## config.mk

```make
export PLATFORM = sky130hd
export DESIGN_NAME = cpgd_sqrt
export DESIGN_NICKNAME = d
export VERILOG_FILES = /design/src/hdl/cpgd_pkg.sv /design/src/hdl/cpgd_sqrt.sv
export SDC_FILE = /design/constraint.sdc
export NUM_CORES = 2
export LEC_CHECK = 0
export BUFFER_PORTS_ARGS = -buffer_cell sky130_fd_sc_hd__buf_2
export CORE_UTILIZATION = 50
export DETAILED_ROUTE_END_ITERATION = 6
export GPL_TIMING_DRIVEN = 1
export PLACE_DENSITY = 0.65
export SYNTH_ARGS = -nofsm -noshare
export SYNTH_HDL_FRONTEND = slang
export SYNTH_SLANG_ARGS = --single-unit
```

## constraint.sdc

```tcl
create_clock -name clk -period 10 [get_ports clk]
set_input_delay 0.5 -clock clk [delete_from_list [all_inputs] [get_ports clk]]
set_output_delay 0.5 -clock clk [all_outputs]
set_load 0.02 [all_outputs]
```

## src/hdl/cpgd_pkg.sv

```systemverilog
// Shared constants, types and register codes of the cell pair gap filter
package cpgd_pkg;

	localparam int INDEX_BITS = 16;
	localparam int FRAC_BITS  = 8;

	localparam int FIELD_W      = 16;
	localparam int GAP_W        = INDEX_BITS;
	localparam int SQ_W         = 2 * INDEX_BITS;
	localparam int SUM_W        = 2 * INDEX_BITS + 2;
	localparam int ROOT_W       = INDEX_BITS + 1 + FRAC_BITS;
	localparam int RAD_W        = 2 * ROOT_W;
	localparam int GAP_CELLS_W  = 25;
	localparam int GAP_LENGTH_W = 33;
	localparam int CELL_LEN_W   = 16;
	localparam int CUTOFF_W     = 24;
	localparam int CUTOFF_SQ_W  = 2 * CUTOFF_W;
	localparam int CUT_SHIFT    = 16;
	localparam int CMP_W        = (SUM_W + CUT_SHIFT > CUTOFF_SQ_W) ?
		(SUM_W + CUT_SHIFT) : CUTOFF_SQ_W;
	localparam int ROOTX_W      = (ROOT_W > GAP_CELLS_W) ? ROOT_W : GAP_CELLS_W;
	localparam int PROD_W       = GAP_CELLS_W + CELL_LEN_W;
	localparam int CFG_IDX_W    = 2;
	localparam int CFG_DATA_W   = 24;

	localparam logic [CELL_LEN_W-1:0] DEFAULT_CELL_LENGTH = CELL_LEN_W'(10 << 8);
	localparam logic [GAP_CELLS_W-1:0] GAP_CELLS_MAX = {GAP_CELLS_W{1'b1}};
	localparam logic [GAP_LENGTH_W-1:0] GAP_LENGTH_MAX = {GAP_LENGTH_W{1'b1}};

	typedef enum logic [CFG_IDX_W-1:0] {
		REG_CELL_LENGTH   = 2'd0,
		REG_CUTOFF_CELLS  = 2'd1,
		REG_CUTOFF_ENABLE = 2'd2
	} cfg_reg_t;

	// Sum of squared gaps with its cutoff flag
	typedef struct packed {
		logic             in_range;
		logic [SUM_W-1:0] sum;
	} sum_word_t;

	// Square root with its cutoff flag
	typedef struct packed {
		logic              in_range;
		logic [ROOT_W-1:0] root;
	} root_word_t;

endpackage

```

## src/hdl/cpgd_sqrt.sv

```systemverilog
// Fixed-point square root, one result bit per pipeline stage
module cpgd_sqrt (
	input  logic                 clk,
	input  logic                 arst_n,
	input  logic                 in_valid,
	output logic                 in_ready,
	input  cpgd_pkg::sum_word_t  in_word,
	output logic                 out_valid,
	input  logic                 out_ready,
	output cpgd_pkg::root_word_t out_word
);

	localparam int RW = cpgd_pkg::ROOT_W;
	localparam int DW = cpgd_pkg::RAD_W;

	logic          v_s      [RW];
	logic          adv      [RW];
	logic          within_s [RW];
	logic [RW-1:0] root_s   [RW];
	logic [DW-1:0] rem_s    [RW-1];

	for (genvar g = 0; g < RW; g++) begin : g_bit
		localparam int B = RW - 1 - g;

		logic [DW-1:0] rem_in;
		logic [DW-1:0] term;
		logic [RW-1:0] root_in;
		logic          within_in;
		logic          v_in;
		logic          adv_next;
		logic          take;

		if (g == 0) begin : g_head
			assign rem_in    = DW'(in_word.sum) << (2 * cpgd_pkg::FRAC_BITS);
			assign root_in   = '0;
			assign within_in = in_word.in_range;
			assign v_in      = in_valid;
		end else begin : g_body
			assign rem_in    = rem_s[g-1];
			assign root_in   = root_s[g-1];
			assign within_in = within_s[g-1];
			assign v_in      = v_s[g-1];
		end

		if (g == RW - 1) begin : g_last
			assign adv_next = out_ready;
		end else begin : g_mid
			assign adv_next = adv[g+1];
		end

		assign adv[g] = !v_s[g] || adv_next;

		// (r + 2^B)^2 - r^2 = r * 2^(B+1) + 2^(2B)
		assign term = (DW'(root_in) << (B + 1)) | (DW'(1) << (2 * B));
		assign take = rem_in >= term;

		always_ff @(posedge clk or negedge arst_n) begin
			if (!arst_n) begin
				v_s[g] <= 1'b0;
			end else if (adv[g]) begin
				v_s[g] <= v_in;
			end
		end

		always_ff @(posedge clk) begin
			if (adv[g]) begin
				within_s[g] <= within_in;
				root_s[g]   <= take ? (root_in | (RW'(1) << B)) : root_in;
			end
		end

		if (g < RW - 1) begin : g_rem
			always_ff @(posedge clk) begin
				if (adv[g]) begin
					rem_s[g] <= take ? (rem_in - term) : rem_in;
				end
			end
		end
	end

	assign in_ready          = adv[0];
	assign out_valid         = v_s[RW-1];
	assign out_word.in_range = within_s[RW-1];
	assign out_word.root     = root_s[RW-1];

endmodule

```

==> impl_metrics.py <==
metrics = {
    "logic_synthesis": {
        "netlist_top_cells_area": "edfxtp_1 59%, ha_1 6.7%, xnor2_1 3.7%",
        "synth_compound_gate_area_share_pct": 9.94,
        "synth_top_flop_cell": "edfxtp_1",
        "synth.top_cells.by_count": "1215 x edfxtp_1, 424 x inv_1, 347 x nor2_1",
        "synth_cell_type_count": 84,
        "yosys.cell_count.top_type": "edfxtp_1",
        "synth_simple_gate_area_share_pct": 11.8,
        "share_of_yosys_cell_area_claimed_by_the_top_area_cell_type_pct": 58.7,
        "yosysWarnings": 0,
        "muxShareOfSynthArea_pct": 1.82,
        "yosys_register_bits": 1240,
        "synth_top_area_cell": "edfxtp_1",
        "synth-adder-area-share_pct": 6.89,
        "net_count_synth": 5433,
        "syn-cell-area_sq_um": 62100,
        "dominant_combinational_cell_family_by_area_after_synthesis": "simple AND/OR/NAND/NOR gates",
        "postSynth.asyncResetShare_pct": 2.02,
        "synth_seq_area_share_pct": 59.7,
        "synthesis.area_per_instance_sq_um": 12.3,
        "edff_count_synth": 1215,
        "postSynthCellCount": 5056,
        "post_synth_xor_area_fraction_pct": 6.71,
    },
    "pwr": {
        "p_leak_nw": 27.7,
        "vdd_drop_max_mv": 0.191,
        "power_density_cells_nw_per_um2": 265,
    },
    "die": {
        "fp.dieH_um": 354,
        "io_pins": 67,
        "initial_core_util_pct": 50.7,
        "dieWidth_um": 354,
        "dieArea_sq_um": 126000,
        "standard_cell_rows": 128,
        "coreArea_sq_um": 123000,
    },
    "finish": {
        "filler_cell_count": 9944,
        "fin_area_sq_um": 69300,
        "final_net_count": 5634,
        "post_route_cells_drive_above_1_share_pct": 8.36,
        "final_util_pct": 56.6,
        "layout-area-overhead-vs-synth_pct": 11.6,
        "antennaDiodeCount": 0,
    },
    "setup_path": {
        "critical_path.max_fanout": 47,
        "crit_path_end_kind": "output port",
        "regToRegEndpoint": "root_s[0][147]",
        "critPathLaunchType": "flop",
        "crit-reg2reg-launch": "out_valid",
        "data_required_time_of_the_worst_path_ns": 9.50,
        "r2r_setup_slack_ns": 4.92,
        "cp.arrival_ns": 5.34,
        "worstSetupPathType": "reg2out",
        "worst-r2r-cell-count": 7,
    },
    "clock_network": {
        "tritoncts": "yes",
        "post_cts.repair.setup_buffers": 0,
        "root_driver": "clkbuf_16",
        "clock_insertion_delay_worst_skew_ns": 0.78,
        "tritoncts.num_buffers": 137,
        "post_cts_resize_count": 0,
        "numClockSinks": 1240,
        "cts.path.max_buffers": 3,
        "cts.reportedPaths.clkPinSlew_ns": 0.06,
        "cts_htree_levels": 4,
    },
    "routing": {
        "met1Wirelength_um": 48000,
        "top_signal_layer_used": "met4",
        "drcViolationCount": 0,
        "drt_iter0_markers": 2298,
        "antenna_left": 0,
        "detailed_routed_wire_length_on_met2_um": 63900,
        "drt_pre_antenna_iters": 5,
        "wl_met3_um": 6100,
        "detailed_route_wire_length_um": 122000,
        "dr_total_vias": 38800,
        "wire_per_inst_um": 17.5,
        "route.detailed.vias_per_inst": 5.56,
    },
    "outcome": {
        "status": "complete, no violations",
    },
    "worst_hold_path": {
        "hp-class": "in2async",
    },
    "timing": {
        "crit_share_post_route_pct": 58.4,
        "timing_max_transition_violations_final": 0,
        "post_layout_min_period_ns": 5.84,
        "finalSetupTns_ns": 0,
        "maxSlewHeadroom_pct": 20.6,
        "timing_worst_slew_pin_value_ns": 1.18,
        "grt_setup_unrepaired": "no",
        "final.setup_skew_ns": 0.0442,
        "max_freq_mhz": 171,
        "number_of_hold_slack_violations_in_the_final_timing_report": 0,
        "setup_viol_count_final": 0,
    },
    "grt": {
        "grt_max_degree": 68,
        "antenna_found_initial": 0,
        "grt.total_usage_pct": 19.6,
        "grt_pass1_vias": 38900,
        "grt_pass1_wl_um": 197000,
        "global_route_total_overflow": 0,
    },
    "placed_design": {
        "port_buffers": 66,
        "hpwl_um": 92200,
        "place_congestion": 0.878,
        "post_dp_cell_area_sq_um": 64500,
    },
    "job": {
        "max-cap-violations": 0,
    },
}
-- repair_timing --
item	in CTS	in global routing
hold buffers	38	0
endpoints found under the hold margin	62	0
endpoints found under the setup margin	0	0
-- how the worst max path moves through the flow --
| stage | from | endpoint | slack, ns | depth (start not counted) |
|---|---|---|---|---|
| floorplan | out_ready | rem_s[0][16] | 3.57 | 8 |
| global placement | out_ready | in_ready | 4.60 | 12 |
| detailed placement | out_ready | rem_s[0][292] | 4.57 | 8 |
| CTS | out_valid | in_ready | 4.05 | 11 |
| global route | out_valid | in_ready | 3.72 | 11 |
| finish | out_valid | in_ready | 4.16 | 11 |
-- kinds of logic (layout without fill, tap and decap cells) --
group                    Yosys count  after routing
AND/OR/NAND/NOR                 1430           1430
XOR/XNOR                         476            476
AO/OA/AOI/OAI                    976            976
adder cells (fa/ha/maj)          338            338
multiplexers                      99             99
flip-flops                      1240           1240
buffers and inverters            497            802
-- metal layers --
layer / vias to the layer above / GRT usage [%]
met3: 256 / 4.01
li1: 19200 / -
met4: 0 / 8.10
met2: 787 / 36.0
met1: 18600 / 21.8
met5: - / 0
-- power breakdown --
group	internal [mW]	leakage, nW	switching [mW]
logic	2.17	13.4	2.63
registers	7.56	12.2	1.09
clock network	2.86	2.15	2.04
total	12.6	27.7	5.76
-- layout by cell type, fill, tap and decap left out, drive strengths merged, types with 38 or more instances in the layout --
cell type / n
a211oi: 40
a21o: 103
a21oi: 302
buf: 96
clkbuf: 175
clkinv: 52
dlygate4sd3: 38
edfxtp: 1215
ha: 331
inv: 427
mux2: 90
nand2: 283
nand2b: 71
nand3: 97
nand4: 67
nor2: 347
nor2b: 38
nor3: 131
nor4: 132
o211ai: 40
o21a: 88
o21ai: 218
or3: 59
xnor2: 262
xor2: 214
-- worst max-delay path: stages (launching register included) --
cell and delay, ns:
dfrtp_1 0.36, and3b_1 0.36, and3_1 0.44, inv_2 0.07, nor4_1 0.74, nand2_2 0.80
or3_1 0.59, buf_4 0.29, nor2_1 0.28, nand3_2 0.10, buf_4 0.27, buf_2 0.22
-- state kept, by name, summed over array words and instances (netlist names) --
name / count
root_s: 325
out_valid: 1
rem_s: 865
g_bit.v_in: 24
within_s: 25
-- per-stage QoR --
step / worst slack, ns / cells / power (mW) / hold slack [ns]
6_report: 4.16 / 6986 / 18.4 / 0.324
5_1_grt: 3.72 / 6986 / 19.4 / 0.361
4_1_cts: 4.05 / 6986 / 18.5 / 0.316
3_5_place_dp: 4.57 / 6705 / 13.5 / 0.405
3_3_place_gp: 4.60 / 6705 / 13.4 / 0.402
2_1_floorplan: 3.57 / 5056 / 12.1 / 0.204
-- final cells by class --
| class | count | area (sq um) | area share [%] |
|---|---|---|---|
| multi-input combinational | 3319 | 23200 | 33.5 |
| sequential | 1240 | 37100 | 53.5 |
| clock inverter | 68 | 779 | 1.12 |
| clock buffer | 175 | 3680 | 5.31 |
| inverter | 425 | 1600 | 2.30 |
| tap | 1625 | 2030 | 2.93 |
| timing repair buffer | 134 | 936 | 1.35 |
No activity file was read; power rests on OpenSTA's default activity.
