**config.mk**
```make
export PLATFORM = sky130hd
export DESIGN_NAME = cpgd_front
export DESIGN_NICKNAME = d
export VERILOG_FILES = /design/src/hdl/cpgd_pkg.sv /design/src/hdl/cpgd_front.sv
export SDC_FILE = /design/constraint.sdc
export NUM_CORES = 2
export LEC_CHECK = 0
export BUFFER_PORTS_ARGS = -buffer_cell sky130_fd_sc_hd__buf_2
export CORE_MARGIN = 3
export CORE_UTILIZATION = 23
export DETAILED_ROUTE_END_ITERATION = 10
export HOLD_SLACK_MARGIN = 0.1
export SLEW_MARGIN = 20
export SYNTH_ARGS = -nofsm -noshare
export SYNTH_HDL_FRONTEND = slang
export SYNTH_SLANG_ARGS = --single-unit
```
**constraint.sdc**
```tcl
create_clock -name clk -period 6.1 [get_ports clk]
set_input_delay 0.915 -clock clk [delete_from_list [all_inputs] [get_ports clk]]
set_output_delay 0.915 -clock clk [all_outputs]
set_load 0.005 [all_outputs]
```
**src/hdl/cpgd_pkg.sv**
```systemverilog
// Shared constants, types and register codes of the cell pair gap filter
package cpgd_pkg;

	localparam int INDEX_BITS = 16;
	localparam int FRAC_BITS  = 8;

	localparam int FIELD_W      = 16;
	localparam int GAP_W        = INDEX_BITS;
	localparam int SQ_W         = 2 * INDEX_BITS;
	localparam int SUM_W        = 2 * INDEX_BITS + 2;
	localparam int ROOT_W       = INDEX_BITS + 1 + FRAC_BITS;
	localparam int RAD_W        = 2 * ROOT_W;
	localparam int GAP_CELLS_W  = 25;
	localparam int GAP_LENGTH_W = 33;
	localparam int CELL_LEN_W   = 16;
	localparam int CUTOFF_W     = 24;
	localparam int CUTOFF_SQ_W  = 2 * CUTOFF_W;
	localparam int CUT_SHIFT    = 16;
	localparam int CMP_W        = (SUM_W + CUT_SHIFT > CUTOFF_SQ_W) ?
		(SUM_W + CUT_SHIFT) : CUTOFF_SQ_W;
	localparam int ROOTX_W      = (ROOT_W > GAP_CELLS_W) ? ROOT_W : GAP_CELLS_W;
	localparam int PROD_W       = GAP_CELLS_W + CELL_LEN_W;
	localparam int CFG_IDX_W    = 2;
	localparam int CFG_DATA_W   = 24;

	localparam logic [CELL_LEN_W-1:0] DEFAULT_CELL_LENGTH = CELL_LEN_W'(10 << 8);
	localparam logic [GAP_CELLS_W-1:0] GAP_CELLS_MAX = {GAP_CELLS_W{1'b1}};
	localparam logic [GAP_LENGTH_W-1:0] GAP_LENGTH_MAX = {GAP_LENGTH_W{1'b1}};

	typedef enum logic [CFG_IDX_W-1:0] {
		REG_CELL_LENGTH   = 2'd0,
		REG_CUTOFF_CELLS  = 2'd1,
		REG_CUTOFF_ENABLE = 2'd2
	} cfg_reg_t;

	// Sum of squared gaps with its cutoff flag
	typedef struct packed {
		logic             in_range;
		logic [SUM_W-1:0] sum;
	} sum_word_t;

	// Square root with its cutoff flag
	typedef struct packed {
		logic              in_range;
		logic [ROOT_W-1:0] root;
	} root_word_t;

endpackage

```
**src/hdl/cpgd_front.sv**
```systemverilog
// Axis gaps, squares, sum and cutoff test: four pipeline stages
module cpgd_front (
	input  logic                                clk,
	input  logic                                arst_n,
	input  logic                                in_valid,
	output logic                                in_ready,
	input  logic [cpgd_pkg::FIELD_W-1:0]        first_i,
	input  logic [cpgd_pkg::FIELD_W-1:0]        first_j,
	input  logic [cpgd_pkg::FIELD_W-1:0]        first_k,
	input  logic [cpgd_pkg::FIELD_W-1:0]        second_i,
	input  logic [cpgd_pkg::FIELD_W-1:0]        second_j,
	input  logic [cpgd_pkg::FIELD_W-1:0]        second_k,
	input  logic                                cutoff_enable,
	input  logic [cpgd_pkg::CUTOFF_SQ_W-1:0]    cutoff_sq,
	output logic                                out_valid,
	input  logic                                out_ready,
	output cpgd_pkg::sum_word_t                 out_word
);

	localparam int IB    = cpgd_pkg::INDEX_BITS;
	localparam int GW    = cpgd_pkg::GAP_W;
	localparam int SQW   = cpgd_pkg::SQ_W;
	localparam int SW    = cpgd_pkg::SUM_W;
	localparam int CW    = cpgd_pkg::CMP_W;

	function automatic logic [GW-1:0] axis_gap(
		input logic [cpgd_pkg::FIELD_W-1:0] a_raw,
		input logic [cpgd_pkg::FIELD_W-1:0] b_raw
	);
		logic [IB:0] a;
		logic [IB:0] b;
		logic [IB:0] d;
		logic [IB:0] mag;
		a   = {a_raw[IB-1], a_raw[IB-1:0]};
		b   = {b_raw[IB-1], b_raw[IB-1:0]};
		d   = a - b;
		mag = d[IB] ? (~d + (IB+1)'(1)) : d;
		// equal cells touch: gap is zero, otherwise one cell fewer
		return (mag == '0) ? '0 : GW'(mag - (IB+1)'(1));
	endfunction

	logic           v_s1, v_s2, v_s3, v_s4;
	logic           adv_s1, adv_s2, adv_s3, adv_s4;
	logic [GW-1:0]  gap_x_s1, gap_y_s1, gap_z_s1;
	logic [SQW-1:0] sq_x_s2, sq_y_s2, sq_z_s2;
	logic [SW-1:0]  sum_s3;
	cpgd_pkg::sum_word_t word_s4;
	logic [CW-1:0]  lhs;
	logic           in_range;

	// a stage advances when it is empty or the next one advances
	assign adv_s4   = !v_s4 || out_ready;
	assign adv_s3   = !v_s3 || adv_s4;
	assign adv_s2   = !v_s2 || adv_s3;
	assign adv_s1   = !v_s1 || adv_s2;
	assign in_ready = adv_s1;

	assign lhs      = CW'(sum_s3) << cpgd_pkg::CUT_SHIFT;
	assign in_range = !cutoff_enable || (lhs < CW'(cutoff_sq));

	always_ff @(posedge clk or negedge arst_n) begin
		if (!arst_n) begin
			v_s1 <= 1'b0;
			v_s2 <= 1'b0;
			v_s3 <= 1'b0;
			v_s4 <= 1'b0;
		end else begin
			if (adv_s1) v_s1 <= in_valid;
			if (adv_s2) v_s2 <= v_s1;
			if (adv_s3) v_s3 <= v_s2;
			if (adv_s4) v_s4 <= v_s3;
		end
	end

	always_ff @(posedge clk) begin
		if (adv_s1) begin
			gap_x_s1 <= axis_gap(first_i, second_i);
			gap_y_s1 <= axis_gap(first_j, second_j);
			gap_z_s1 <= axis_gap(first_k, second_k);
		end
		if (adv_s2) begin
			sq_x_s2 <= SQW'(gap_x_s1 * gap_x_s1);
			sq_y_s2 <= SQW'(gap_y_s1 * gap_y_s1);
			sq_z_s2 <= SQW'(gap_z_s1 * gap_z_s1);
		end
		if (adv_s3) begin
			sum_s3 <= SW'(sq_x_s2) + SW'(sq_y_s2) + SW'(sq_z_s2);
		end
		if (adv_s4) begin
			word_s4.sum      <= sum_s3;
			word_s4.in_range <= in_range;
		end
	end

	assign out_valid = v_s4;
	assign out_word  = word_s4;

endmodule

```
==> impl_metrics.yaml <==
outcome:
  outcome: "complete, but fails checks"
  violations: "negative setup slack"
clock_tree:
  cts_tree: "yes"
  cts.root.buffer_cell: "clkbuf_16"
  clockBufferDepth: 3
  numCtsBuffers: 29
  htree_levels: 1
  cts.sink_count: 214
  clk_pin_slew_ns: 0.06
  insertion_delay_ns: 0.60
timing:
  timing.hold.ws_ns: 0.462
  slew_violations: 0
  tightest_slew_ns: 0.764
  slew_headroom: 0.487
  fin_skew_ns: 0.0202
  rsz0062_at_grt: "true"
  min_period_ns: 6.23
  timing.final.ws_setup_ns: -0.127
  hold_violations: 0
  min_period_over_period: 1.02
  finalSetupViolCount: 8
  fmax_mhz: 161
  finalSetupTns_ns: -0.553
global_route:
  grt_max_degree: 62
  grt_util_met2: 0.191
  grt_pass1_wl_mm: 143
  track_usage: 0.107
  grt-ovfl-total: 0
  gr-usage-met3: 0.00644
  top_usage_layer: "met2"
  met1_usage: 0.143
  antenna_found_initial: 7
  first_global_vias: 28500
critical_path:
  slowest_delay_ns: 0.54
  path_class: "register to register"
  cpMostUsedCell: "fa_1"
  path_cells: "nand2_1 -> inv_1 -> fa_1 -> inv_1 -> fa_1 -> inv_1 -> fa_2 -> fa_1 -> fa_1 -> inv_1 -> fa_1 -> inv_2 -> ha_4 -> a21o_1 -> a21o_1 -> a221oi_4 -> o21ai_2 -> a21o_1 -> a41o_1 -> o211ai_1 -> a21oi_2 -> nand4_1 -> nand2_1 -> xnor2_1"
  cp_slowest_cell: "fa_1"
  crit_path_end_kind: "register"
  crit_fanout: 6
  arrival_ns: 6.57
  cp.required_ns: 6.44
  worstSetupStartpointType: "register"
floorplanning:
  die_h_um: 404
  die_w_um: 404
  design.core.area_mm2: 0.157
  die_area_mm2: 0.163
  initial_core_util: 0.232
  num_rows: 145
  num_io_pins: 186
yosys:
  ys_dominant_reg_cell: "edfxtp_1"
  netlist_instances: 3883
  synth_area_mm2: 0.0364
  synth-seq-cells: 214
  yosys_warnings: 0
  syn_area_per_cell_um2: 9.38
  async_reset_ff_frac: 0.0187
  ys_types: 93
  synth_edf_count: 210
  seq_area_frac_synth: 0.176
route:
  avgRoutedWirePerCell_um: 13.7
  drt_iter0_drc: 1229
  ant_nets: 0
  drc: 0
  first_pass_iters: 5
  drt-total-wl_mm: 87.8
  vias: 27400
  viasPerCell: 4.26
layout:
  final_area_mm2: 0.0441
  fillers: 16500
  syn_to_final_growth_pct: 21.2
  drive_above_1_share: 0.193
  layout.cells.non_filler: 6427
  fin_nets: 5436
min_path:
  hold_path_class: "register to register"
place:
  gp_congestion: 0.853
  dpl_cell_area_mm2: 0.0417
  port_buffers: 185
  dpl.cell_count: 6300
  hpwl_mm: 75.4
flow_run:
  drv_cap: 0
==> state kept, by name, indices dropped and copies added, names as in the netlist, 16 cells and up <==
name      flops
sq_y_s2      31
sq_x_s2      31
sum_s3       34
gap_z_s1     16
gap_y_s1     16
out_word     35
sq_z_s2      31
gap_x_s1     16
==> routing by layer <==
metal  routed length [um]  up-vias  part of all wire
met5                    0        -                 0
met4                 1610        0             0.018
met3                 2960       71             0.034
met2                43200      438              0.49
met1                40100    13500              0.46
li1                     -    13300                 -
==> layout by cell type (no fill, tap or decap), types with 62 or more instances in the layout <==
master,instances
buf_4,295
a21oi_1,134
xnor2_1,175
xor2_1,71
fa_1,500
and2_1,114
buf_2,185
nor2_1,215
o21ai_0,62
edfxtp_1,210
ha_1,397
inv_1,841
nand2_1,299
==> path summary, 6_finish.rpt <==
check	cells past startpoint	endpoint	startpoint	slack (ns)
max in group asynchronous	2	out_valid$_DFFE_PN0P_	arst_n	5.31
min	0	out_word[9]$_DFFE_PP_	sum_s3[9]$_DFFE_PP_	0.46
max reg2reg	24	sq_x_s2[31]$_DFFE_PP_	gap_x_s1[8]$_SDFFCE_PN0P_	-0.13
max	24	sq_x_s2[31]$_DFFE_PP_	gap_x_s1[8]$_SDFFCE_PN0P_	-0.13
min in group asynchronous	2	v_s3$_DFFE_PN0P_	arst_n	0.67
min reg2reg	0	out_word[9]$_DFFE_PP_	sum_s3[9]$_DFFE_PP_	0.46
==> stage by stage <==
| stage | util | worst slack, ns |
|---|---|---|
| final | 0.282 | -0.127 |
| after detailed placement | 0.266 | -0.253 |
| after floorplan | - | 0.00554 |
| after global routing | 0.282 | -0.412 |
| after CTS | 0.276 | -0.191 |
| after global placement | 0.266 | -0.209 |
==> critical path: cells and delay by family (launching register included) <==
family / cells / cell delay [ns]
AOI/OAI and AO/OA: 8 / 1.61
xor gates and xnor gates: 1 / 0.12
and+or+nand+nor: 3 / 0.28
buffers and inverters: 5 / 0.27
adders and majority gates: 7 / 3.20
DFF: 1 / 0.50
==> final cells by class <==
cell class / instances / area, um^2 / area share
multi-input cells: 2701 / 27300 / 0.620
flip-flops and latches: 214 / 6410 / 0.145
repair buffers: 516 / 3550 / 0.0805
inverters: 882 / 3320 / 0.0752
well taps: 2058 / 2570 / 0.0583
clock buffers: 37 / 806 / 0.0183
clock inverters: 17 / 124 / 0.00281
diodes: 2 / 5.00 / 0.000113
==> cells by family after synthesis <==
kind of cell	count (synthesis)	share of synthesized area
buffers and inverters	970	0.101
adder cells (fa/ha/maj)	943	0.431
AND/OR/NAND/NOR	936	0.123
AO/OA/AOI/OAI	547	0.103
XOR/XNOR	256	0.0616
flip-flops	214	0.176
multiplexers	16	0.00457
other	1	0.000103
==> Yosys cell counts, drive strengths merged (39+ instances only) <==
cell    count  area [um^2]
ha        422         5280
nor3       39          216
a21o       60          450
nand2     317         1190
xnor2     185         1620
fa        521        10400
a21oi     158          795
o21ai      79          399
xor2       71          622
nor2      229          860
edfxtp    210         6310
nand3      45          225
clkbuf     78          293
and2      133          835
inv       882         3310
==> what timing repair did <==
| action | in CTS | in global routing |
|---|---|---|
| resized for setup | 77 | 184 |
| hold buffers | 1 | 0 |
| setup buffers | 43 | 31 |
| endpoints found under the setup margin | 19 | 36 |
| pin swaps | 54 | 124 |
| endpoints found under the hold margin | 4 | 0 |
Power is left out: the tool's default activity adds up to more than one toggle a clock period on the data nets, which glitch-free logic cannot reach.
