==> src/hdl/cpgd_pkg.sv <==
// Shared constants, types and register codes of the cell pair gap filter
package cpgd_pkg;

	localparam int INDEX_BITS = 16;
	localparam int FRAC_BITS  = 8;

	localparam int FIELD_W      = 16;
	localparam int GAP_W        = INDEX_BITS;
	localparam int SQ_W         = 2 * INDEX_BITS;
	localparam int SUM_W        = 2 * INDEX_BITS + 2;
	localparam int ROOT_W       = INDEX_BITS + 1 + FRAC_BITS;
	localparam int RAD_W        = 2 * ROOT_W;
	localparam int GAP_CELLS_W  = 25;
	localparam int GAP_LENGTH_W = 33;
	localparam int CELL_LEN_W   = 16;
	localparam int CUTOFF_W     = 24;
	localparam int CUTOFF_SQ_W  = 2 * CUTOFF_W;
	localparam int CUT_SHIFT    = 16;
	localparam int CMP_W        = (SUM_W + CUT_SHIFT > CUTOFF_SQ_W) ?
		(SUM_W + CUT_SHIFT) : CUTOFF_SQ_W;
	localparam int ROOTX_W      = (ROOT_W > GAP_CELLS_W) ? ROOT_W : GAP_CELLS_W;
	localparam int PROD_W       = GAP_CELLS_W + CELL_LEN_W;
	localparam int CFG_IDX_W    = 2;
	localparam int CFG_DATA_W   = 24;

	localparam logic [CELL_LEN_W-1:0] DEFAULT_CELL_LENGTH = CELL_LEN_W'(10 << 8);
	localparam logic [GAP_CELLS_W-1:0] GAP_CELLS_MAX = {GAP_CELLS_W{1'b1}};
	localparam logic [GAP_LENGTH_W-1:0] GAP_LENGTH_MAX = {GAP_LENGTH_W{1'b1}};

	typedef enum logic [CFG_IDX_W-1:0] {
		REG_CELL_LENGTH   = 2'd0,
		REG_CUTOFF_CELLS  = 2'd1,
		REG_CUTOFF_ENABLE = 2'd2
	} cfg_reg_t;

	// Sum of squared gaps with its cutoff flag
	typedef struct packed {
		logic             in_range;
		logic [SUM_W-1:0] sum;
	} sum_word_t;

	// Square root with its cutoff flag
	typedef struct packed {
		logic              in_range;
		logic [ROOT_W-1:0] root;
	} root_word_t;

endpackage

==> src/hdl/cpgd_back.sv <==
// Saturate the root, scale by cell length, register the result word
module cpgd_back (
	input  logic                                 clk,
	input  logic                                 arst_n,
	input  logic                                 in_valid,
	output logic                                 in_ready,
	input  cpgd_pkg::root_word_t                 in_word,
	input  logic [cpgd_pkg::CELL_LEN_W-1:0]      cell_length,
	output logic                                 out_valid,
	input  logic                                 out_ready,
	output logic                                 within_res,
	output logic [cpgd_pkg::GAP_CELLS_W-1:0]     gap_cells,
	output logic [cpgd_pkg::GAP_LENGTH_W-1:0]    gap_length
);

	localparam int XW = cpgd_pkg::ROOTX_W;
	localparam int GW = cpgd_pkg::GAP_CELLS_W;
	localparam int LW = cpgd_pkg::GAP_LENGTH_W;
	localparam int PW = cpgd_pkg::PROD_W;

	logic          v_s1, v_s2;
	logic          adv_s1, adv_s2;
	logic [XW-1:0] root_x;
	logic [GW-1:0] gap_sat;
	logic [GW-1:0] gap_s1, gap_s2;
	logic [PW-1:0] prod_s1;
	logic [PW-1:0] len_x;
	logic [LW-1:0] len_sat;
	logic          within_s1, within_s2;
	logic [LW-1:0] len_s2;

	assign adv_s2   = !v_s2 || out_ready;
	assign adv_s1   = !v_s1 || adv_s2;
	assign in_ready = adv_s1;

	assign root_x  = XW'(in_word.root);
	assign gap_sat = (root_x > XW'(cpgd_pkg::GAP_CELLS_MAX)) ?
		cpgd_pkg::GAP_CELLS_MAX : root_x[GW-1:0];

	assign len_x   = prod_s1 >> cpgd_pkg::FRAC_BITS;
	assign len_sat = (len_x > PW'(cpgd_pkg::GAP_LENGTH_MAX)) ?
		cpgd_pkg::GAP_LENGTH_MAX : len_x[LW-1:0];

	always_ff @(posedge clk or negedge arst_n) begin
		if (!arst_n) begin
			v_s1 <= 1'b0;
			v_s2 <= 1'b0;
		end else begin
			if (adv_s1) v_s1 <= in_valid;
			if (adv_s2) v_s2 <= v_s1;
		end
	end

	always_ff @(posedge clk) begin
		if (adv_s1) begin
			gap_s1    <= gap_sat;
			within_s1 <= in_word.in_range;
			prod_s1   <= PW'(gap_sat) * PW'(cell_length);
		end
		if (adv_s2) begin
			gap_s2    <= gap_s1;
			within_s2 <= within_s1;
			len_s2    <= len_sat;
		end
	end

	assign out_valid  = v_s2;
	assign within_res = within_s2;
	assign gap_cells  = gap_s2;
	assign gap_length = len_s2;

endmodule

==> config.mk <==
export PLATFORM = sky130hd
export DESIGN_NAME = cpgd_back
export DESIGN_NICKNAME = d
export VERILOG_FILES = /design/src/hdl/cpgd_pkg.sv /design/src/hdl/cpgd_back.sv
export SDC_FILE = /design/constraint.sdc
export NUM_CORES = 1
export LEC_CHECK = 0
export BUFFER_PORTS_ARGS = -buffer_cell sky130_fd_sc_hd__buf_2
export CORE_MARGIN = 8
export CORE_UTILIZATION = 38
export CTS_BUF_LIST = sky130_fd_sc_hd__clkbuf_8
export CTS_CLUSTER_SIZE = 25
export DETAILED_ROUTE_END_ITERATION = 7
export GPL_ROUTABILITY_DRIVEN = 0
export SYNTH_ARGS = -nofsm -noshare
export SYNTH_HDL_FRONTEND = slang
export SYNTH_SLANG_ARGS = --single-unit
==> constraint.sdc <==
create_clock -name clk -period 3.7 [get_ports clk]
set_clock_uncertainty 0.15 [all_clocks]
set_input_delay 0.74 -clock clk [delete_from_list [all_inputs] [get_ports clk]]
set_output_delay 0.74 -clock clk [all_outputs]
set_load 0.02 [all_outputs]
==> results.txt, run 1 <==
----------------------------------------------------
[Setup path]
  Critical path launch point type ... primary input
  Top fanout value on the critical path ... 15
  Critical path required time ... about 3.8 ns
  Master of the slowest instance on the critical path ... sky130_fd_sc_hd__fa_1
  R2r worst-path depth ... 2
  CP Class ... in -> reg
  Stages on worst setup path ... 25
  Worst Setup End Kind ... flop
  Most prevalent standard cell on the critical path ... sky130_fd_sc_hd__fa_1
  Crit-path leading delay family ... adder cells
  Count of buffer and inverter cells on the critical path ... 9
  Worst path max stage delay ... between 0.5 and 0.6 ns
  Arrival time reported for the critical path endpoint ... 6.39 ns

[Clock network]
  Maximum clock insertion buffer count ... 2
  Total number of H-tree levels ... 4
  Number of buffers created by CTS ... 17
  TritonCTS sink count ... 120
  Clock tree from TritonCTS ... done
  Clock Root Buffer ... sky130_fd_sc_hd__clkbuf_8
  Source-to-sink clock delay at the later pin of the worst-skew pair ... around 0.5 ns
  Clock-pin slew of the registers on the worst-case setup and hold paths ... 0.10 ns

[Synth]
  Count of state elements after synthesis ... 120
  Sequential fraction of the synthesis area ... 0.2193
  Count of flip-flops with a built-in enable after synthesis ... about 120
  Area of the mapped netlist ... ~16000 um^2
  Synthesized netlist cell count ... approximately 1600
  List of most frequent post-synthesis cells ... sky130_fd_sc_hd__inv_1 (357), sky130_fd_sc_hd__fa_1 (319), sky130_fd_sc_hd__nand2_1 (233)
  Proportion of synthesized flip-flops having asynchronous set or reset ... 0.01667
  Fraction of synthesized cell area taken by the top area cell type ... 0.3897
  Net count after synthesis ... about 2100
  Top-count cell post-synth ... sky130_fd_sc_hd__inv_1
  Count of cell types in the netlist ... 46
  Top cell type by total area after synthesis ... sky130_fd_sc_hd__fa_1
  Post-synthesis area per instance ... 10.11 um^2
  Flip-flop cell with the highest count after synthesis ... sky130_fd_sc_hd__edfxtp_1
  Top area cells in the synthesized netlist ... sky130_fd_sc_hd__fa_1 (39%), sky130_fd_sc_hd__edfxtp_1 (22%), sky130_fd_sc_hd__ha_1 (8.4%), sky130_fd_sc_hd__inv_1 (8.2%), sky130_fd_sc_hd__and2_1 (7.3%)
  Yosys warnings ... 0

[Routing]
  Number of vias per cell after detailed routing ... just under 5
  Total via count after detailed routing ... approximately 12000
  Drt first pass iters ... 5
  Detail Route met3 WL ... 3256 um
  Avg WL per Cell ... approximately 18 um
  Remaining antenna violation count after routing ... 0
  Highest signal layer in the routed design ... met5
  Total length of routed wires ... around 44000 um
  Drc violations ... 0
  DR WL met2 ... approximately 20000 um
  Violation count after the first detailed-routing iteration ... about 800
  Routed length on met1 ... approximately 20000 um

[GRT]
  Vias in the first global route ... around 13000
  Pin count of the biggest net entering global routing ... between 60 and 70
  Wire length of the first global-routing pass ... a little over 70000 um
  Overall overflow remaining after global route ... 0
  Total routing usage reported by global routing ... 0.1850
  Antenna violations before repair ... 4

[Run status]
  Violations in the final reports ... negative setup slack
  Outcome ... complete, but fails checks

[Timing]
  RSZ-0062 raised after global routing ... true
  Worst relative slew slack ... 0.3813
  Hold violation total from the final report ... 0
  Post-route clock period utilization ... 1.690
  Final setup violating endpoints ... 33
  Fmax ... approximately 160 MHz
  Sum of negative setup slack ... -67.25 ns
  Final critical-path setup slack ... -2.552 ns
  Hold slack ... between 0.2 and 0.3 ns
  Final Slew Violations ... 0
  Shortest period the worst path allows ... roughly 6.3 ns
  Transition at the pin with the smallest max-transition slack ... approximately 0.93 ns

[Worst hold path]
  Number of cells on the worst hold path ... 0
  Worst hold path class ... reg -> reg

[Die]
  Core Rows ... between 70 and 80
  Die area ... around 50000 um^2
  Initial core utilization ... 0.3829
  Die width ... about 220 um
  Height of the die ... 223.7 um
  Standard cell core area ... about 43000 um^2
  I/O pin count ... about 110

[Placed design]
  Post-detailed-placement half-perimeter wirelength ... 34520 um
  Area after DPL ... 19100 um^2
  Count of input and output buffers ... 106

[Finish]
  Share of layout cells above drive strength 1 ... 0.2981
  Nets ... around 2400
  Post-route standard cell area excluding fillers ... roughly 21000 um^2
  Area Overhead vs Synth ... 28.39%

[Flow run]
  Number of max-cap violations ... 0

----------------------------------------------------
## cells by family (layout without fill, tap and decap cells)
kind of cell               count (synthesis)  after routing  share of synthesized area
DFF                                      120            120                     0.2193
other                                      0              1                          0
buffers and inverters                    474            745                     0.1087
and+or+nand+nor                          472            472                     0.1422
muxes                                      1              1                  0.0006109
AOI/OAI and AO/OA                         92             92                    0.03780
adders and majority gates                429            429                     0.4737
xor gates and xnor gates                  33             33                    0.01764
## flip-flops by register name, indices dropped and copies added, names as in the netlist
signal,cells
gap_cells,25
gap_length,33
gap_s1,25
out_valid,1
prod_s1,33
v_s1,1
within_res,1
within_s1,1
## stage by stage
stage / instances / utilization / setup slack [ns]
2_1_floorplan: 1621 / - / -2.666
3_3_place_gp: 2363 / 0.4465 / -3.309
3_5_place_dp: 2363 / 0.4465 / -3.393
4_1_cts: 2427 / 0.4824 / -2.511
5_1_grt: 2439 / 0.4916 / -2.693
6_report: 2439 / 0.4916 / -2.552
## cell usage in the layout, fill, tap and decap left out, types with 5 or more instances in the layout
| master | count |
|---|---|
| sky130_fd_sc_hd__fa_2 | 22 |
| sky130_fd_sc_hd__clkbuf_8 | 18 |
| sky130_fd_sc_hd__and2_1 | 159 |
| sky130_fd_sc_hd__a21oi_4 | 9 |
| sky130_fd_sc_hd__a21oi_2 | 7 |
| sky130_fd_sc_hd__nand2_2 | 10 |
| sky130_fd_sc_hd__and2_4 | 31 |
| sky130_fd_sc_hd__buf_4 | 198 |
| sky130_fd_sc_hd__nand2_4 | 8 |
| sky130_fd_sc_hd__nand3_1 | 7 |
| sky130_fd_sc_hd__ha_4 | 19 |
| sky130_fd_sc_hd__a21oi_1 | 15 |
| sky130_fd_sc_hd__nor2_1 | 8 |
| sky130_fd_sc_hd__buf_2 | 71 |
| sky130_fd_sc_hd__xor2_1 | 11 |
| sky130_fd_sc_hd__buf_12 | 18 |
| sky130_fd_sc_hd__buf_6 | 58 |
| sky130_fd_sc_hd__inv_1 | 333 |
| sky130_fd_sc_hd__xnor2_1 | 18 |
| sky130_fd_sc_hd__fa_1 | 297 |
| sky130_fd_sc_hd__inv_2 | 25 |
| sky130_fd_sc_hd__ha_1 | 87 |
| sky130_fd_sc_hd__nand2_1 | 215 |
| sky130_fd_sc_hd__a21o_1 | 15 |
| sky130_fd_sc_hd__edfxtp_1 | 118 |
| sky130_fd_sc_hd__buf_16 | 5 |
| sky130_fd_sc_hd__clkinv_4 | 5 |
## area by class of cell
| cell class | instances | area (um^2) |
|---|---|---|
| Antenna cell | 1 | 2.502 |
| Sequential cell | 120 | 3593 |
| Timing Repair Buffer | 356 | 3095 |
| Tap cell | 546 | 683.2 |
| Clock buffer | 18 | 247.7 |
| Inverter | 357 | 1340 |
| Fill cell | 3822 | 21750 |
| Clock inverter | 14 | 127.6 |
| Multi-Input combinational cell | 1027 | 11950 |
## layer usage
metal / vias up / track usage
met5: - / 0
met2: 367 / 0.2900
met3: 48 / 0.04041
li1: 5331 / -
met4: 4 / 0.04269
met1: 5989 / 0.2603
## path summary, 6_finish.rpt
check | from | endpoint | slack, ns
worst max-delay path | in_word[8] | prod_s1[38] | -2.55
worst min-delay path | prod_s1[31] | gap_length[23] | 0.26
max in group asynchronous | arst_n | v_s1 | 2.87
worst min register to register | prod_s1[31] | gap_length[23] | 0.26
worst max register to register | out_valid | prod_s1[21] | 1.97
min in group asynchronous | arst_n | out_valid | 0.42
## timing repair
action / CTS / global route
endpoints found under the setup margin: 33 / 33
pin swaps: 75 / 54
buffers inserted: 29 / 14
gates resized for setup: 222 / 69
hold endpoints to repair: 2 / 0
hold buffers: 1 / 0
cloned: 4 / 0
Power of run 1 is not shown: default switching activity piles up to over one toggle a cycle in this logic, so the estimate is an artifact.
==> inputs of run 2 (changes only) <==
Settings changed: CORE_ASPECT_RATIO set to 1.75, CORE_MARGIN 8 to 2.
==> run 2 against run 1 <==
The run still ends with negative setup slack left. Global-route usage up 3.1 points. Count of clock-buffer cells in the layout stayed put. First-iteration DRC count down 51%. Final cell count rose by 1.5%. Die area shrank 10%. Wire length rose by 7.1%. Via count up 2.0%. Critical path depth fell by 3. Sequential cell count unchanged. Design area up 1.3%. Largest cell class unchanged. Highest routed layer is now met4.
==> results.txt, run 2 (synthesis results as in run 1) <==
----------------------------------------------------
[Clock network]
  Total number of H-tree levels ... 4
  Clock Root Buffer ... sky130_fd_sc_hd__clkbuf_8
  Clock tree from TritonCTS ... done
  TritonCTS sink count ... 120
  Clock-pin slew of the registers on the worst-case setup and hold paths ... ~0.10 ns
  Source-to-sink clock delay at the later pin of the worst-skew pair ... approximately 0.5 ns
  Maximum clock insertion buffer count ... 2
  Number of buffers created by CTS ... 17

[Routing]
  Routed length on met1 ... 14500 um
  DR WL met2 ... 27450 um
  Drc violations ... 0
  Number of vias per cell after detailed routing ... 4.837
  Avg WL per Cell ... roughly 19 um
  Total length of routed wires ... approximately 47000 um
  Violation count after the first detailed-routing iteration ... 390
  Detail Route met3 WL ... ~1100 um
  Remaining antenna violation count after routing ... 0
  Total via count after detailed routing ... around 12000
  Highest signal layer in the routed design ... met4
  Drt first pass iters ... 5

[Finish]
  Most common cell after layout, fill and taps aside ... sky130_fd_sc_hd__inv_1
  Post-route standard cell area excluding fillers ... 21320 um^2
  Commonest cells after routing, fill and taps aside ... sky130_fd_sc_hd__inv_1 (329), sky130_fd_sc_hd__fa_1 (301), sky130_fd_sc_hd__buf_4 (209)
  Final core area utilization ... 0.5012
  Area Overhead vs Synth ... 30.12%
  Share of layout cells above drive strength 1 ... 0.3089
  Nets ... between 2000 and 2500

[GRT]
  Wire length of the first global-routing pass ... a little over 70000 um
  Overall overflow remaining after global route ... 0
  Total routing usage reported by global routing ... 0.2157
  Pin count of the biggest net entering global routing ... just over 60
  Vias in the first global route ... 13630
  Antenna violations before repair ... 1

[Setup path]
  Setup slack of the most critical reg-to-reg path ... 2.04 ns
  R2r worst-path depth ... 2
  Master of the slowest instance on the critical path ... sky130_fd_sc_hd__fa_2
  Count of buffer and inverter cells on the critical path ... 6
  FF-to-FF End ... prod_s1[34]
  Worst Setup End Kind ... flop
  CP Class ... in -> reg
  Critical path launch point type ... primary input
  Crit-path leading delay family ... adder cells
  Top fanout value on the critical path ... 8
  Critical path required time ... 3.81 ns
  Arrival time reported for the critical path endpoint ... around 6.5 ns
  Worst path max stage delay ... about 0.6 ns
  R2r startpoint ... out_valid
  List of cells traversed by the critical path ... buf_6 -> buf_12 -> buf_4 -> buf_4 -> nand2_1 -> fa_1 -> inv_1 -> fa_2 -> fa_2 -> fa_1 -> fa_2 -> fa_1 -> ha_4 -> nand4_1 -> o211ai_1 -> a31oi_4 -> a211o_4 -> buf_6 -> o31a_1 -> o21ai_4 -> a311oi_2 -> xnor2_1

[Timing]
  Transition at the pin with the smallest max-transition slack ... around 0.42 ns
  Final critical-path setup slack ... -2.680 ns
  Fmax ... between 150 and 200 MHz
  Final Slew Violations ... 0
  Shortest period the worst path allows ... 6.380 ns
  Hold violation total from the final report ... 0
  Worst relative slew slack ... 0.7174
  Final setup violating endpoints ... 33
  Post-route clock period utilization ... 1.724
  RSZ-0062 raised after global routing ... true

[Placed design]
  Count of input and output buffers ... approximately 110
  Post-detailed-placement half-perimeter wirelength ... roughly 38000 um
  Area after DPL ... just under 20000 um^2

[Worst hold path]
  Endpoint with the worst hold slack ... gap_cells[14]
  Worst hold path class ... reg -> reg
  HP Start ... gap_s1[14]
  Number of cells on the worst hold path ... 0

[Die]
  Die width ... 161.0 um
  Core Rows ... 100
  Initial core utilization ... 0.3852
  I/O pin count ... approximately 110
  Standard cell core area ... around 43000 um^2
  Die area ... 44860 um^2
  Height of the die ... between 200 and 300 um

[Run status]
  Violations in the final reports ... negative setup slack
  Outcome ... complete, but fails checks

[Flow run]
  Number of max-cap violations ... 0

----------------------------------------------------
==> run 2: cell count changes in the layout (fill, tap and decap cells not counted), moves of 6 or more <==
cell	change
sky130_fd_sc_hd__buf_12	+6
sky130_fd_sc_hd__nand2_2	+7
sky130_fd_sc_hd__buf_4	+11
sky130_fd_sc_hd__and2_1	+12
sky130_fd_sc_hd__and2_4	-12
sky130_fd_sc_hd__nand2_1	-8
==> run 2: area by class of cell <==
cell class / count / area, um^2
diodes: 1 / 2.502
clock buffers: 18 / 247.7
clock inverters: 14 / 137.6
fillers: 3873 / 21220
inverters: 357 / 1340
multi-input cells: 1027 / 11940
flip-flops and latches: 120 / 3593
well taps: 561 / 701.9
repair buffers: 377 / 3357
==> run 2: through the flow <==
stage	hold slack [ns]	setup slack [ns]	cells	TNS, ns
after floorplan	0.2503	-2.666	1621	-65.80
after global placement	0.2519	-3.489	2404	-93.93
after detailed placement	0.2545	-3.621	2404	-96.88
after CTS	0.2266	-2.559	2455	-65.43
after global routing	0.2519	-2.765	2475	-72.23
final	0.2672	-2.680	2475	-68.86
==> run 2: metal layers <==
layer,vias to the layer above,track usage
li1,5370,-
met1,6176,0.1988
met2,270,0.4271
met3,156,0.02496
met4,0,0.1545
met5,-,0
==> run 2: worst reg2reg max path, cell delays in order, from the launching register on <==
cell and delay, ns:
sky130_fd_sc_hd__dfrtp_1 0.42, sky130_fd_sc_hd__nand3b_1 0.30, sky130_fd_sc_hd__buf_12 0.37
==> run 2: how the worst max path moves through the flow <==
| stage | from | end | slack [ns] | cells after the start |
|---|---|---|---|---|
| finish | cell_length[9] | prod_s1[40] | -2.68 | 22 |
| global route | cell_length[9] | prod_s1[40] | -2.77 | 22 |
| CTS | cell_length[9] | prod_s1[40] | -2.56 | 22 |
| detailed placement | cell_length[7] | prod_s1[35] | -3.62 | 21 |
| global placement | cell_length[7] | prod_s1[35] | -3.49 | 21 |
| floorplan | cell_length[4] | prod_s1[38] | -2.67 | 23 |
==> run 2: what timing repair did <==
| item | 4_1_cts | 5_1_grt |
|---|---|---|
| buffers inserted | 21 | 18 |
| hold endpoints to repair | 2 | 0 |
| resized for setup | 183 | 116 |
| gates cloned | 2 | 2 |
| setup endpoints to repair | 33 | 33 |
| pin swaps | 68 | 59 |
| hold buffers | 1 | 0 |
Power of run 2 is left out for the same reason.
